`config.mk`:
```
export PLATFORM = sky130hd
export DESIGN_NAME = swhc_ring_ctl
export DESIGN_NICKNAME = d
export VERILOG_FILES = /design/src/rtl/assert_macros.svh /design/src/rtl/swhc_pkg.sv /design/src/rtl/swhc_ring_ctl.sv
export SDC_FILE = /design/constraint.sdc
export NUM_CORES = 1
export LEC_CHECK = 0
export BUFFER_PORTS_ARGS = -buffer_cell sky130_fd_sc_hd__buf_2
export CAP_MARGIN = 20
export CORE_MARGIN = 1.5
export CORE_UTILIZATION = 35
export DETAILED_ROUTE_END_ITERATION = 10
export HOLD_SLACK_MARGIN = 0.05
export PLACE_DENSITY = 0.59
export SLEW_MARGIN = 10
export SYNTH_ARGS = -nofsm -noshare
export SYNTH_HDL_FRONTEND = slang
export SYNTH_SLANG_ARGS = --single-unit
```
`constraint.sdc`:
```
create_clock -name clock -period 11.4 [get_ports clock]
set_clock_uncertainty 0.1 [all_clocks]
set_input_delay 0.57 -clock clock [delete_from_list [all_inputs] [get_ports clock]]
set_output_delay 0.57 -clock clock [all_outputs]
set_load 0.005 [all_outputs]
```
`src/rtl/assert_macros.svh`:
```
// Assertion macros used by the top-level unit.
// The clock and reset are taken from the enclosing module, named clock and reset.
`ifndef ASSERT_MACROS_SVH
`define ASSERT_MACROS_SVH

// The consequent must hold in the same cycle as the antecedent.
`define SWHC_ASSERT_IMPL(label, pre, post) \
   label: assert property (@(posedge clock) disable iff (reset) (pre) |-> (post)) \
      else $error("swhc same-cycle check failed");

// The consequent must hold in the cycle after the antecedent.
`define SWHC_ASSERT_NEXT(label, pre, post) \
   label: assert property (@(posedge clock) disable iff (reset) (pre) |=> (post)) \
      else $error("swhc next-cycle check failed");

`endif

```
`src/rtl/swhc_pkg.sv`:
```
`default_nettype none
package swhc_pkg;

   localparam int WINDOW_MAX_DEFAULT = 256;

   localparam int POS_W      = 32;
   localparam int READS_W    = 16;
   localparam int CFG_W      = 9;
   localparam int HIT_W      = 9;
   localparam int DATA_W     = 32;
   localparam int REG_ADDR_W = 3;

   localparam logic [CFG_W-1:0] SPAN_RESET = 9'd16;
   localparam logic [HIT_W-1:0] HIT_MAX    = 9'd511;

   typedef enum logic [0:0] {
      REG_SPAN = 1'b0
   } swhc_reg_type;

   // Per-word information handed from the addressing stage to the tally stage.
   typedef struct packed {
      logic             strand;
      logic             full;
      logic             mark;
      logic             hit_oldest;
      logic             hit_middle;
      logic [POS_W-1:0] pos;
   } swhc_slot_type;

endpackage
`default_nettype wire

```
`src/rtl/swhc_ring_ctl.sv`:
```
`default_nettype none
module swhc_ring_ctl #(
   parameter int WINDOW_MAX = swhc_pkg::WINDOW_MAX_DEFAULT
) (
   input  wire logic                              clock,
   input  wire logic                              reset,
   input  wire logic [$clog2(WINDOW_MAX+1)-1:0]   win,
   input  wire logic [$clog2(WINDOW_MAX+1)-1:0]   clear_win,
   input  wire logic                              clear,
   input  wire logic                              accept,
   input  wire logic                              strand,
   input  wire logic [swhc_pkg::POS_W-1:0]        pos,
   input  wire logic                              mark,
   output logic      [$clog2(WINDOW_MAX)+1-1:0]   wr_addr,
   output logic      [$clog2(WINDOW_MAX)+1-1:0]   oldest_addr,
   output logic      [$clog2(WINDOW_MAX)+1-1:0]   middle_addr,
   output swhc_pkg::swhc_slot_type                slot
);

   import swhc_pkg::*;

   localparam int W_W   = $clog2(WINDOW_MAX + 1);
   localparam int IDX_W = $clog2(WINDOW_MAX);
   localparam int RESET_WIN = (int'(SPAN_RESET) > WINDOW_MAX) ?
                              WINDOW_MAX : int'(SPAN_RESET);

   logic [IDX_W-1:0] head_ff [2];
   logic [IDX_W-1:0] head_in [2];
   logic [W_W-1:0]   fill_ff [2];
   logic [W_W-1:0]   fill_in [2];

   logic [IDX_W-1:0] head_new;
   logic [IDX_W-1:0] oldest;
   logic [IDX_W-1:0] middle;
   logic [W_W-1:0]   head_inc;
   logic [W_W-1:0]   oldest_inc;
   logic [W_W:0]     middle_sum;
   logic [W_W-1:0]   fill_new;

   always_comb begin
      head_inc = W_W'(head_ff[strand]) + W_W'(1);
      head_new = (head_inc >= win) ? '0 : head_inc[IDX_W-1:0];

      oldest_inc = W_W'(head_new) + W_W'(1);
      oldest     = (oldest_inc >= win) ? '0 : oldest_inc[IDX_W-1:0];

      middle_sum = (W_W+1)'(oldest) + (W_W+1)'(win >> 1);
      if (middle_sum >= (W_W+1)'(win)) begin
         middle_sum = middle_sum - (W_W+1)'(win);
      end
      middle = middle_sum[IDX_W-1:0];

      fill_new = (fill_ff[strand] < win) ? fill_ff[strand] + W_W'(1) : fill_ff[strand];

      head_in = head_ff;
      fill_in = fill_ff;
      if (clear) begin
         for (int s = 0; s < 2; s++) begin
            head_in[s] = IDX_W'(clear_win - W_W'(1));
            fill_in[s] = '0;
         end
      end else if (accept) begin
         head_in[strand] = head_new;
         fill_in[strand] = fill_new;
      end

      wr_addr     = {strand, head_new};
      oldest_addr = {strand, oldest};
      middle_addr = {strand, middle};

      slot.strand     = strand;
      slot.full       = (fill_new >= win);
      slot.mark       = mark;
      slot.hit_oldest = (oldest == head_new);
      slot.hit_middle = (middle == head_new);
      slot.pos        = pos;
   end

   always_ff @(posedge clock) begin
      if (reset) begin
         for (int s = 0; s < 2; s++) begin
            head_ff[s] <= IDX_W'(RESET_WIN - 1);
            fill_ff[s] <= '0;
         end
      end else begin
         head_ff <= head_in;
         fill_ff <= fill_in;
      end
   end

endmodule
`default_nettype wire

```
== Word level (Yosys, flattened, before mapping) ==
Cells that the tools add are included.
Word-level totals
  word-level logic and storage cells: 41
  bits of input ports: 56
  bits in registers: 34
  output and inout port bits: 64
Operators by class
  bitwise gates (word level): 1
  $add $sub $neg: 6
  reductions and logical operators: 3
  $lt $le $gt $ge: 7
  multiplexer cells: 18
  equality and inequality tests: 2
Operator list (count)
  8-bit two-way mux: 7
  9-bit two-way mux: 5
  9-bit >= comparator: 4
  16-bit two-way mux: 2
  8-bit by 1-bit adder with 9-bit output (second input constant): 2
  18-bit bitwise mux: 1
  16-bit bitwise mux: 1
  8-bit equality test: 2
  8-bit by 8-bit adder with 9-bit output: 1
  9-bit by 1-bit adder with 9-bit output (second input constant): 1
  9-bit demux with 1-bit select: 1
  9-bit less-than comparator: 1
  8-bit demux with 1-bit select: 1
  8-bit by 1-bit subtractor with 8-bit output (second input constant): 1
  8-bit subtractor: 1
  2-bit >= comparator (second input constant): 1
  2-bit by 1-bit less-than comparator with 1-bit output (second input constant): 1
  1-bit inverter with 2-bit output: 1
  2-bit nonzero test: 1
  2-bit OR reduction: 1
  1-bit logical AND: 1

== Depth between registers and ports, before layout ==
  depth in word-level cells: 14
  depth in mapped cells: 45
  mapped depth without buffers: 42

== Worst setup path after synthesis ==
Ideal clock, no wire load.
  path type: input to output
  start: input port strand
  end: output port slot[32] in the netlist's numbering
  arrival time: 8.478 ns
  data required time: 10.730 ns
  path buffers: 3
  stages: 36
  path slack: 2.252 ns
  cells stage by stage: buf_2 > buf_2 > buf_2 > mux2_2 > ha_1 > xnor2_1 > ha_1 > o21ai_0 > a21oi_1 > o21ai_0 > o211ai_1 > nor2_1 > ha_1 > nand2_1 > or4_1 > xnor2_1 > ha_1 > o21ai_0 > a21oi_1 > nor2_1 > ha_1 > fa_1 > nand3_1 > nand2_1 > a21o_1 > a21o_1 > a21o_1 > a21o_1 > ha_1 > nand4_1 > o41ai_4 > mux2_4 > xnor2_1 > and3b_1 > a211o_1 > and4_1
RTL lines
  start: declaration: line swhc_ring_ctl.sv:11  | input wire logic strand,
  end: declaration: line swhc_ring_ctl.sv:17  | output swhc_pkg::swhc_slot_type slot

==> results.yml <==
detailed_routing:
  wl_um: 10500
  wl_per_cell_um: 14.8
  highest_layer: "met4"
  drtPass1Iterations: 4
  vias: 3823
  drt-initial-drc-count: 174
  ant_nets: 0
  viasPerCell: 5.39
  wirelength_met1_um: 4850
  remaining_drc_errors: 0
  wl_met2_um: 4900
  wl_met3_um: 551
worst_setup_path:
  endpoint_kind: "output pin"
  required_ps: 10730
  crit_fanout: 17
  path_class: "in -> out"
  slowest_delay_ps: 890
  r2r_setup_slack_ps: 7790
  path_common_cell: "ha_1"
  cp.arrival_ps: 9950
  critPathSlowestCell: "o41ai_4"
  start_kind: "primary input"
die:
  die_w_um: 113
  die_height_um: 113
  die-area_um2: 12800
  io_pins: 120
  start_util: 0.356
  rows: 40
  fp.coreArea_um2: 12000
sta:
  hold_ws_ps: 385
  final.setup.tns_ps: 0
  slew_headroom: 0.397
  hold_viol: 0
  slew_viol_final: 0
  period_share: 0.932
  rsz0062_at_grt: "no"
  fmax_mhz: 94.1
  setup_viol: 0
  worst_pin_slew_ps: 902
  fin_crit_ps: 10620
global_routing:
  grt_usage: 0.167
  grt_max_degree: 27
  grt_first_pass_wirelength_um: 17500
  grt_pass1_vias: 3696
  antenna_found_initial: 0
  grt_overflow: 0
yosys:
  syn_inst: 555
  netlist_area_um2: 4260
  seq_area_frac_synth: 0.160
  synth.top_cells.by_area: "ha_1, dfxtp_1, xnor2_1"
  synth.distinct_cells: 54
  syn_avg_cell_area_um2: 7.67
  synth-compound-area-share: 0.181
  synth_xor_area_frac: 0.109
  synth_flop_cell: "dfxtp_1"
  syn_nets: 668
  synth_top_family_by_area: "simple AND/OR/NAND/NOR gates"
  ys_async_sr_fraction: 0
  synth_edf_count: 0
  synth-seq-cells: 34
  yosysWarningCount: 0
  muxShareOfSynthArea: 0.0655
  synth_top_area_cell: "ha_1"
  yosys.area_share.adder: 0.169
  synth_common_cells: "ha_1, nand2_1, xnor2_1, nor2_1, o21ai_0"
  yosys.area_share.simple: 0.208
  yosysTopAreaCellShare: 0.165
clock_tree:
  h-tree-depth: 2
  cts_tree: "built"
  insertion_delay_ps: 270
  clkSlewWorstSetupHoldPaths_ps: 50
  ctsResizeCount: 0
  postCtsHoldBufs: 0
  root_buffer: "clkbuf_16"
  cts_sinks: 34
  cts_setup_buffers: 0
  numCtsBuffers: 5
  clk_path_buf_depth: 2
final_layout:
  antenna_cells: 0
  fillCellCount: 1272
  nNetsFinal: 676
  final_area_um2: 4510
  register_area_um2: 681
  multi_input_area_um2: 3120
  layout-drive-gt1-share: 0.149
  area_delta_synth_final_pct: 6.03
placed_design:
  dpl.hpwl_um: 8600
  port_buffers: 52
  gp_congestion: 0.867
  postPlaceCellArea_um2: 4370
outcome:
  status: "complete, no violations"
power_and_ir_drop:
  power_density_nw_per_um2: 166
  total_power_uw: 750
  vdd_drop_max_mv: 0.0535
  p_leak_uw: 0.00210
worst_hold_path:
  hold_path.class: "reg -> reg"
flow_run:
  cap_violations: 0
[sequential cells by signal, indices dropped and copies added (netlist names)]
signal and count:
fill_ff 18, head_ff 16
[power breakdown]
group	internal [uW]	switching, uW	total, uW
Combinational	220	272	493
Sequential	124	4.83	129
Clock	84.2	44.0	128
[worst max-delay path, delay by kind of cell]
kind                       cells  cell delay, ps
AOI/OAI and AO/OA             12            3340
and+or+nand+nor                9            1600
muxes                          2             820
xor gates and xnor gates       3             840
buffers and inverters          4             750
adders and majority gates      7            2020
[layout by cell type, fill, tap and decap left out, types with 28 or more instances in the layout]
cell,count
a21oi_1,32
buf_2,52
dfxtp_1,34
ha_1,56
inv_1,28
nand2_1,56
nor2_1,42
o21ai_0,39
xnor2_1,43
[layout make-up]
class,count,area share
clock buffer,6,0.0308
tap,147,0.0408
sequential,34,0.151
timing repair buffer,55,0.0627
inverter,28,0.0233
multi-input combinational,439,0.692
[kinds of logic (layout without fill, tap and decap cells)]
logic type	after synthesis	after routing
DFF	34	34
adders and majority gates	57	57
buffers and inverters	82	89
and+or+nand+nor	183	183
xor gates and xnor gates	53	53
muxes	25	25
AOI/OAI and AO/OA	121	121
[layer usage]
layer  up-vias  track usage
met5         -            0
met4         0       0.0583
met3        25       0.0246
met2        94        0.280
met1      1786        0.218
li1       1918            -
[stage by stage]
stage          worst slack (ps)  utilization  instances
2_1_floorplan              2250            -        555
3_3_place_gp               1120        0.366        703
3_5_place_dp                906        0.366        703
4_1_cts                     865        0.377        709
5_1_grt                     115        0.377        709
6_report                    775        0.377        709
[final timing paths]
| path | from | to | cells past startpoint |
|---|---|---|---|
| worst max-delay path | strand | slot[32] | 37 |
| worst min-delay path | fill_ff[13]$_SDFFE_PP0P_ | fill_ff[13]$_SDFFE_PP0P_ | 2 |
| worst max register to register | head_ff[0]$_SDFFE_PP1P_ | head_ff[10]$_SDFFE_PP1P_ | 13 |
| worst min register to register | fill_ff[13]$_SDFFE_PP0P_ | fill_ff[13]$_SDFFE_PP0P_ | 2 |
Note: power is estimated with default switching activity, not from simulation.
