### src/rtl/assert_macros.svh
// Assertion macros used by the top-level unit.
// The clock and reset are taken from the enclosing module, named clock and reset.
`ifndef ASSERT_MACROS_SVH
`define ASSERT_MACROS_SVH

// The consequent must hold in the same cycle as the antecedent.
`define SWHC_ASSERT_IMPL(label, pre, post) \
   label: assert property (@(posedge clock) disable iff (reset) (pre) |-> (post)) \
      else $error("swhc same-cycle check failed");

// The consequent must hold in the cycle after the antecedent.
`define SWHC_ASSERT_NEXT(label, pre, post) \
   label: assert property (@(posedge clock) disable iff (reset) (pre) |=> (post)) \
      else $error("swhc next-cycle check failed");

`endif

### src/rtl/swhc_pkg.sv
`default_nettype none
package swhc_pkg;

   localparam int WINDOW_MAX_DEFAULT = 256;

   localparam int POS_W      = 32;
   localparam int READS_W    = 16;
   localparam int CFG_W      = 9;
   localparam int HIT_W      = 9;
   localparam int DATA_W     = 32;
   localparam int REG_ADDR_W = 3;

   localparam logic [CFG_W-1:0] SPAN_RESET = 9'd16;
   localparam logic [HIT_W-1:0] HIT_MAX    = 9'd511;

   typedef enum logic [0:0] {
      REG_SPAN = 1'b0
   } swhc_reg_type;

   // Per-word information handed from the addressing stage to the tally stage.
   typedef struct packed {
      logic             strand;
      logic             full;
      logic             mark;
      logic             hit_oldest;
      logic             hit_middle;
      logic [POS_W-1:0] pos;
   } swhc_slot_type;

endpackage
`default_nettype wire

### src/rtl/swhc_tally.sv
`default_nettype none
module swhc_tally #(
   parameter int WINDOW_MAX = swhc_pkg::WINDOW_MAX_DEFAULT
) (
   input  wire logic                         clock,
   input  wire logic                         reset,
   input  wire logic                         clear,
   input  wire logic                         advance,
   input  wire swhc_pkg::swhc_slot_type      slot,
   input  wire logic                         oldest_mark_mem,
   input  wire logic                         middle_mark_mem,
   output logic                              emit,
   output logic      [swhc_pkg::HIT_W-1:0]   hits
);

   import swhc_pkg::*;

   localparam int CNT_W = $clog2(WINDOW_MAX + 1);
   localparam int EXT_W = (CNT_W > HIT_W) ? CNT_W : HIT_W;

   logic [CNT_W-1:0] total_ff [2];
   logic [CNT_W-1:0] total_in [2];

   logic             oldest_mark;
   logic             middle_mark;
   logic [CNT_W-1:0] total_new;
   logic [EXT_W-1:0] total_ext;

   always_comb begin
      oldest_mark = slot.hit_oldest ? slot.mark : oldest_mark_mem;
      middle_mark = slot.hit_middle ? slot.mark : middle_mark_mem;
      total_new   = total_ff[slot.strand] + CNT_W'(slot.mark);
      emit        = slot.full && middle_mark && (total_new > CNT_W'(1));

      total_ext = EXT_W'(total_new);
      hits = (total_ext > EXT_W'(HIT_MAX)) ? HIT_MAX : total_ext[HIT_W-1:0];

      total_in = total_ff;
      if (clear) begin
         total_in[0] = '0;
         total_in[1] = '0;
      end else if (advance) begin
         total_in[slot.strand] = slot.full ? total_new - CNT_W'(oldest_mark) : total_new;
      end
   end

   always_ff @(posedge clock) begin
      if (reset) begin
         total_ff[0] <= '0;
         total_ff[1] <= '0;
      end else begin
         total_ff <= total_in;
      end
   end

endmodule
`default_nettype wire

### config.mk
export PLATFORM = sky130hd
export DESIGN_NAME = swhc_tally
export DESIGN_NICKNAME = d
export VERILOG_FILES = /design/src/rtl/assert_macros.svh /design/src/rtl/swhc_pkg.sv /design/src/rtl/swhc_tally.sv
export SDC_FILE = /design/constraint.sdc
export NUM_CORES = 1
export LEC_CHECK = 0
export BUFFER_PORTS_ARGS = -buffer_cell sky130_fd_sc_hd__buf_2
export CORE_MARGIN = 5
export CORE_UTILIZATION = 48
export CTS_CLUSTER_DIAMETER = 80
export DETAILED_ROUTE_END_ITERATION = 8
export PLACE_DENSITY = 0.79
export SLEW_MARGIN = 10
export SYNTH_ARGS = -nofsm -noshare
export SYNTH_HDL_FRONTEND = slang
export SYNTH_SLANG_ARGS = --single-unit
### constraint.sdc
create_clock -name clock -period 4.61 [get_ports clock]
set_clock_uncertainty 0.1 [all_clocks]
set_input_delay 0.6915 -clock clock [delete_from_list [all_inputs] [get_ports clock]]
set_output_delay 0.6915 -clock clock [all_outputs]
set_load 0.02 [all_outputs]
* Word-level counts from Yosys, hierarchy flattened
Cells that the tools add are included.
** Word-level totals
- Bits in writable memories :: 0
- Output and inout port bits :: 10
- ROM bits :: 0
- Logic and storage cells :: 23
- Input port bits :: 43
- Memories kept :: 0
- Register bits after elaboration :: 18
- Bits in latches :: 0
** Cells by class
- Add/subtract/negate cells :: 2
- $lt $le $gt $ge :: 4
- Reduce and logical (&&, ||, !) cells :: 4
- Div/mod/pow operators :: 0
- Mux-type cells :: 10
- Equal/unequal tests :: 0
- $mul :: 0
- Shifts and indexed selects :: 0
- Bitwise logic cells :: 1
** Operators with widths (count)
- 9-bit two-way mux :: 6
- 18-bit bitwise mux :: 1
- 9-bit by 1-bit adder with 9-bit output :: 1
- 9-bit demux with 1-bit select :: 1
- 9-bit by 1-bit > comparator with 1-bit output, second input constant :: 1
- 9-bit > comparator, second input constant :: 1
- 9-bit by 1-bit subtractor with 9-bit output :: 1
- 1-bit logical AND :: 3
- 2-bit >= comparator, second input constant :: 1
- 2-bit by 1-bit < comparator with 1-bit output, second input constant :: 1
- 1-bit two-way mux :: 2
- 1-bit NOT with 2-bit output :: 1
- 2-bit OR reduction :: 1

* Depth between registers and ports, before layout
Gate-level depths: netlist of run 1.
- Word-level depth :: 8
- Depth in mapped cells :: 13
- Gate-level depth less buffers :: 10

* Worst setup path before layout of run 1
OpenSTA, ideal clock, no wires.
- Path kind :: input port to output port
- Start :: input slot[36] (netlist bit)
- End :: output emit
- Data required time :: 3.819 ns
- Cell stages on the path :: 12
- Path buffers :: 4
- Setup slack :: 0.553 ns
- Arrival time :: 3.265 ns
- Cells stage by stage :: buf_4 -> buf_2 -> buf_2 -> mux2_2 -> ha_1 -> buf_6 -> nand4_2 -> a211oi_4 -> nand3_1 -> xor2_1 -> mux2i_1 -> o211a_1
** Between the ends
- Longest elaborated chain between the ends :: 7
** RTL lines
- start: declaration :: RTL line swhc_tally.sv:9 : input wire swhc_pkg::swhc_slot_type slot,
- 1-bit NOT with 2-bit output (not written as such) :: RTL line swhc_tally.sv:32 : total_new = total_ff[slot.strand] + CNT_W'(slot.mark);
- 9-bit two-way mux (not written as such) (3 in a row) :: RTL line swhc_tally.sv:32
- 9-bit by 1-bit adder with 9-bit output :: RTL line swhc_tally.sv:32
- 9-bit by 1-bit > comparator with 1-bit output :: RTL line swhc_tally.sv:33 : emit = slot.full && middle_mark && (total_new > CNT_W'(1));
- 1-bit logical AND :: RTL line swhc_tally.sv:33
- end: declaration :: RTL line swhc_tally.sv:12 : output logic emit,
Every way passes these cells. The select of a mux whose other input is x is not followed.

* Worst setup path after layout of run 1
Same ends and word-level chain as after synthesis.

==> impl_metrics.tcl, run 1 <==
set metrics [dict create \
    status "completed" \
    synth_nets 201 \
    post-route-min-period_ns 3.82 \
    yosysSeqAreaShare_pct 27.4 \
    final_nets 218 \
    top_regs "total_ff: 18 flops" \
    core-area_um2 2690 \
    ys_async_sr_fraction_pct 0 \
    syn_inst 155 \
    max-cap-violations 0 \
    pwr_density_cell_nw_per_um2 226 \
    report.final.slew_viol_count 0 \
    post_cts_resized 0 \
    area_growth_pct 10.3 \
    hold_viol_final 0 \
    cts-hold-fix-buffers 0 \
    die_h_um 62.4 \
    dieArea_um2 3890 \
    root_buffer "clkbuf_4" \
    synth_seq_cells 18 \
    synth_ff_type "dfxtp_1" \
    cts_buffers 3 \
    io_pins 53 \
    r2r_slack_ns 1.69 \
    min_from "total_ff[17]$_SDFFE_PP0P_" \
    hold_slack_ns 0.393 \
    antenna_cells 0 \
    grt.overflow.total 0 \
    dr_total_vias 1260 \
    dr.pass1.iters 4 \
    regMostFlops "total_ff" \
    synth_area_per_cell_um2 8.50 \
    drt_iter0_drc 39 \
    gr-usage-met3_pct 2.52 \
    post-route-drc-count 0 \
    seq_area_um2 360 \
    relSlewSlack_pct 43.7 \
    setup_viol 0 \
    die_x_um 62.4 \
    port_buffers 20 \
    initial_core_util_pct 49.0 \
    leakagePower_nw 0.610 \
    synth_cell_types 48 \
    cts.sinks 18 \
    ff2ff_path_depth 7 \
    path_max_fanout 9 \
    gp_congestion 0.879 \
    synth_edf_count 0 \
    clkSlewWorstSetupHoldPaths_ns 0.11 \
    insertion_delay_ns 0.29 \
    first_global_vias 1217 \
    largest_reg_flops 18 \
    rr_startpoint "total_ff[9]$_SDFFE_PP0P_" \
    grt_max_degree 24 \
    dp.cells 198 \
    hold_path_depth 2 \
    ys_warn_count 0 \
    antenna_found_initial 0 \
    cts_max_level 1 \
    fin_cells 202 \
    hold_class "register to register" \
    mostFrequentLayoutCell "buf_2" \
    cts_tree "yes" \
    vias_per_cell 6.24 \
    timing.fmax_mhz 262 \
    worstSetupStartpointType "input port" \
    design_area_um2 1450 \
    dp_hpwl_um 2360 \
    detail_route.wl_per_cell_um 15.6 \
    end_kind "output port" \
    regToRegEndpoint "total_ff[16]$_SDFFE_PP0P_" \
    cp.arrival_ns 3.03 \
    period_share_pct 82.8 \
    fin_tns_setup_ns 0 \
    grt_pass1_wl_um 5390 \
    worstMarginPinSlew_ns 0.842 \
    cts_setup_buffers 0 \
    grt_use_met1_pct 19.7 \
    rsz0062_at_grt "false" \
    path_class "input port to output port" \
    final_cell_mix "buf_2 (20), dfxtp_1 (18), nor2_1 (12), a21oi_1 (12)" \
    worst_hold_path.endpoint "total_ff[17]$_SDFFE_PP0P_" \
    grt_use_total_pct 16.1 \
    syn_area_um2 1320 \
    ant_nets 0 \
    grt-busiest-layer "met2" \
    n_fill_cell 259 \
    irDropWorstVdd_uv 121 \
    placed_area_um2 1420 \
    grt_util_met2_pct 28.2 \
    drive_gt1_share_pct 26.3 \
    wl_um 3160 \
    cts.path.max_buffers 2 \
    std_cell_rows 19 \
    critPathRequiredTime_ns 3.82 \
    multi_input_area_um2 898 \
]
==> cell usage after synthesis (2+ instances only) <==
library cell  count  area share, %
ha_1              3            2.8
nor2_1           12            3.4
nor3_1            3            1.1
dfxtp_1          18             27
a211oi_1          8            4.6
mux2i_1           7            5.3
nand3_1           6            2.3
o21ai_0          11            4.2
o31ai_1           3            1.7
buf_2             2           0.76
mux2_2            6            5.1
clkbuf_1          4            1.1
xor2_1            5            3.3
a21oi_1          12            4.6
xnor2_1           5            3.3
and4_1            3            2.0
or3_1             4            1.9
inv_1             3           0.85
nand2_1          11            3.1
==> layer usage <==
metal	vias to the layer above	wire, um
met1	598	1390
met2	45	1580
met5	-	0
li1	608	-
met4	0	32
met3	9	159
==> critical path, cell delays in order <==
cell and delay [ns]:
buf_2 0.12, mux2_2 0.22, ha_1 0.39, nand4_2 0.27
a211oi_4 0.45, nand3_1 0.21, xor2_1 0.18, mux2i_1 0.17
o211a_1 0.17, buf_2 0.15
==> logic make-up (layout without fill, tap and decap cells) <==
group                      Yosys count  after routing  share of synthesized area (%)
and+or+nand+nor                     54             54                           23.8
AOI/OAI and AO/OA                   43             43                           22.2
DFF                                 18             18                           27.4
muxes                               15             15                           12.6
buffers and inverters               12             28                           4.46
xor gates and xnor gates            10             10                           6.65
adders and majority gates            3              3                           2.85
==> final cells by class <==
type | instances | share of cell area [%]
Inverter | 3 | 0.775
Clock buffer | 4 | 2.50
Sequential cell | 18 | 24.8
Tap cell | 31 | 2.67
Multi-Input combinational cell | 125 | 61.8
Timing Repair Buffer | 21 | 7.41
==> power by group <==
part           switching [W]  total (W)  internal, W
Combinational      0.0000387  0.0000652    0.0000265
Sequential        0.00000352   0.000162     0.000159
Clock              0.0000528   0.000101    0.0000481
Total              0.0000950   0.000329     0.000234
==> worst max path at each step <==
stage / start / to / slack (ns) / depth (start not counted)
after floorplan: slot[36] / emit / 0.55 / 12
after global placement: slot[36] / emit / 0.89 / 10
after detailed placement: slot[36] / emit / 0.85 / 10
after CTS: slot[36] / emit / 0.82 / 10
after global routing: slot[36] / emit / 0.64 / 10
final: slot[36] / emit / 0.79 / 10
==> metrics by stage <==
| step | setup WS, ns | power, W | utilization [%] |
|---|---|---|---|
| final | 0.793 | 0.000329 | 54.1 |
| after global routing | 0.641 | 0.000346 | 54.1 |
| after CTS | 0.815 | 0.000331 | 54.1 |
| after detailed placement | 0.851 | 0.000230 | 52.7 |
| after global placement | 0.894 | 0.000228 | 52.7 |
| after floorplan | 0.553 | 0.000214 | - |
Note: power is estimated with default switching activity, not from simulation.
==> run 2: changes to the inputs <==
==> constraint.sdc (replaced) <==
create_clock -name clock -period 3.52 [get_ports clock]
set_clock_uncertainty 0.1 [all_clocks]
set_input_delay 0.528 -clock clock [delete_from_list [all_inputs] [get_ports clock]]
set_output_delay 0.528 -clock clock [all_outputs]
set_load 0.02 [all_outputs]
==> impl_metrics.tcl, run 2 (same netlist as run 1, synthesis figures left out) <==
set metrics [dict create \
    status "completed" \
    seq_area_um2 360 \
    grt_max_degree 24 \
    dr_total_vias 1188 \
    dieArea_um2 3890 \
    leakagePower_nw 0.609 \
    post-route-min-period_ns 3.23 \
    cts.path.max_buffers 2 \
    end_kind "output port" \
    timing.fmax_mhz 309 \
    regMostFlops "total_ff" \
    dp_hpwl_um 2350 \
    irDropWorstVdd_uv 202 \
    worstMarginPinSlew_ns 0.815 \
    grt_use_total_pct 16.8 \
    antenna_found_initial 0 \
    ant_nets 0 \
    placed_area_um2 1450 \
    area_growth_pct 13.0 \
    period_share_pct 91.8 \
    final_cell_mix "buf_2 (20), dfxtp_1 (18), nor2_1 (12), a21oi_1 (12)" \
    drt_iter0_drc 42 \
    initial_core_util_pct 49.0 \
    first_global_vias 1262 \
    path_max_fanout 9 \
    insertion_delay_ns 0.29 \
    core-area_um2 2690 \
    drive_gt1_share_pct 28.7 \
    max-cap-violations 0 \
    largest_reg_flops 18 \
    cts_tree "yes" \
    port_buffers 20 \
    root_buffer "clkbuf_4" \
    cts-hold-fix-buffers 0 \
    worst_hold_path.endpoint "total_ff[8]$_SDFFE_PP0P_" \
    path_class "input port to output port" \
    min_from "total_ff[8]$_SDFFE_PP0P_" \
    detail_route.wl_per_cell_um 14.8 \
    hold_viol_final 0 \
    rsz0062_at_grt "false" \
    cts_setup_buffers 0 \
    cp.arrival_ns 2.60 \
    fin_tns_setup_ns 0 \
    critPathRequiredTime_ns 2.89 \
    setup_viol 0 \
    io_pins 53 \
    top_regs "total_ff: 18 flops" \
    gp_congestion 0.855 \
    relSlewSlack_pct 45.6 \
    vias_per_cell 5.88 \
    rr_startpoint "total_ff[0]$_SDFFE_PP0P_" \
    die_h_um 62.4 \
    antenna_cells 0 \
    design_area_um2 1490 \
    post-route-drc-count 0 \
    dr.pass1.iters 4 \
    report.final.slew_viol_count 0 \
    worstSetupStartpointType "input port" \
    r2r_slack_ns 0.76 \
    die_x_um 62.4 \
    regToRegEndpoint "total_ff[16]$_SDFFE_PP0P_" \
    post_cts_resized 0 \
    grt_pass1_wl_um 5470 \
    cts.sinks 18 \
    n_fill_cell 260 \
    multi_input_area_um2 935 \
    mostFrequentLayoutCell "buf_2" \
    pwr_density_cell_nw_per_um2 288 \
    ff2ff_path_depth 7 \
    hold_path_depth 2 \
    final_nets 218 \
    grt.overflow.total 0 \
    cts_max_level 1 \
    hold_class "register to register" \
    cts_buffers 3 \
    std_cell_rows 19 \
    clkSlewWorstSetupHoldPaths_ns 0.10 \
    wl_um 2990 \
]
==> run 2: cell counts in the layout (fill, tap and decap cells not counted) <==
Identical to the previous run, type by type.
==> run 2: per-layer routing <==
layer,vias up,wire length [um],global-route usage [%]
met5,-,0,0
met4,0,43,6.63
met3,6,169,2.70
met2,27,1520,28.8
met1,549,1250,20.7
li1,606,-,-
==> run 2: worst max-delay path, cell delays in order <==
cell and delay, ns:
buf_2 0.11, mux2_2 0.22, ha_2 0.32, nand4b_4 0.17, a211oi_4 0.45, nand3_2 0.16
xor2_1 0.17, mux2i_2 0.16, o211a_1 0.15, buf_2 0.15
==> run 2: report_power, final <==
group	internal (W)	leakage, nW	switching [W]	total, W
registers	0.000208	0.146	0.00000463	0.000213
clock network	0.0000631	0.0210	0.0000645	0.000128
logic	0.0000359	0.442	0.0000521	0.0000880
==> run 2: worst max-delay path by stage <==
stage | start | cells past startpoint | slack (ns) | to
2_1_floorplan | slot[36] | 12 | 0.004 | emit
3_3_place_gp | slot[36] | 10 | 0.21 | emit
3_5_place_dp | slot[36] | 10 | 0.18 | emit
4_1_cts | slot[36] | 10 | 0.13 | emit
5_1_grt | slot[36] | 10 | 0.12 | emit
6_report | slot[36] | 10 | 0.29 | emit
==> run 2: metrics by stage <==
stage	hold WS [ns]	setup slack [ns]	total power, W	utilization (%)	cells
after floorplan	0.360	0.00382	0.000283	-	155
after global placement	0.367	0.212	0.000301	54.0	198
after detailed placement	0.380	0.177	0.000305	54.0	198
after CTS	0.395	0.133	0.000434	55.3	202
after global routing	0.422	0.121	0.000456	55.4	202
final	0.389	0.288	0.000428	55.4	202
==> run 2: final cells by class <==
| cell class | count | share of cell area (%) |
|---|---|---|
| clock buffer | 4 | 2.44 |
| tap | 31 | 2.61 |
| sequential | 18 | 24.2 |
| inverter | 3 | 0.756 |
| timing repair buffer | 21 | 7.23 |
| multi-input combinational | 125 | 62.8 |
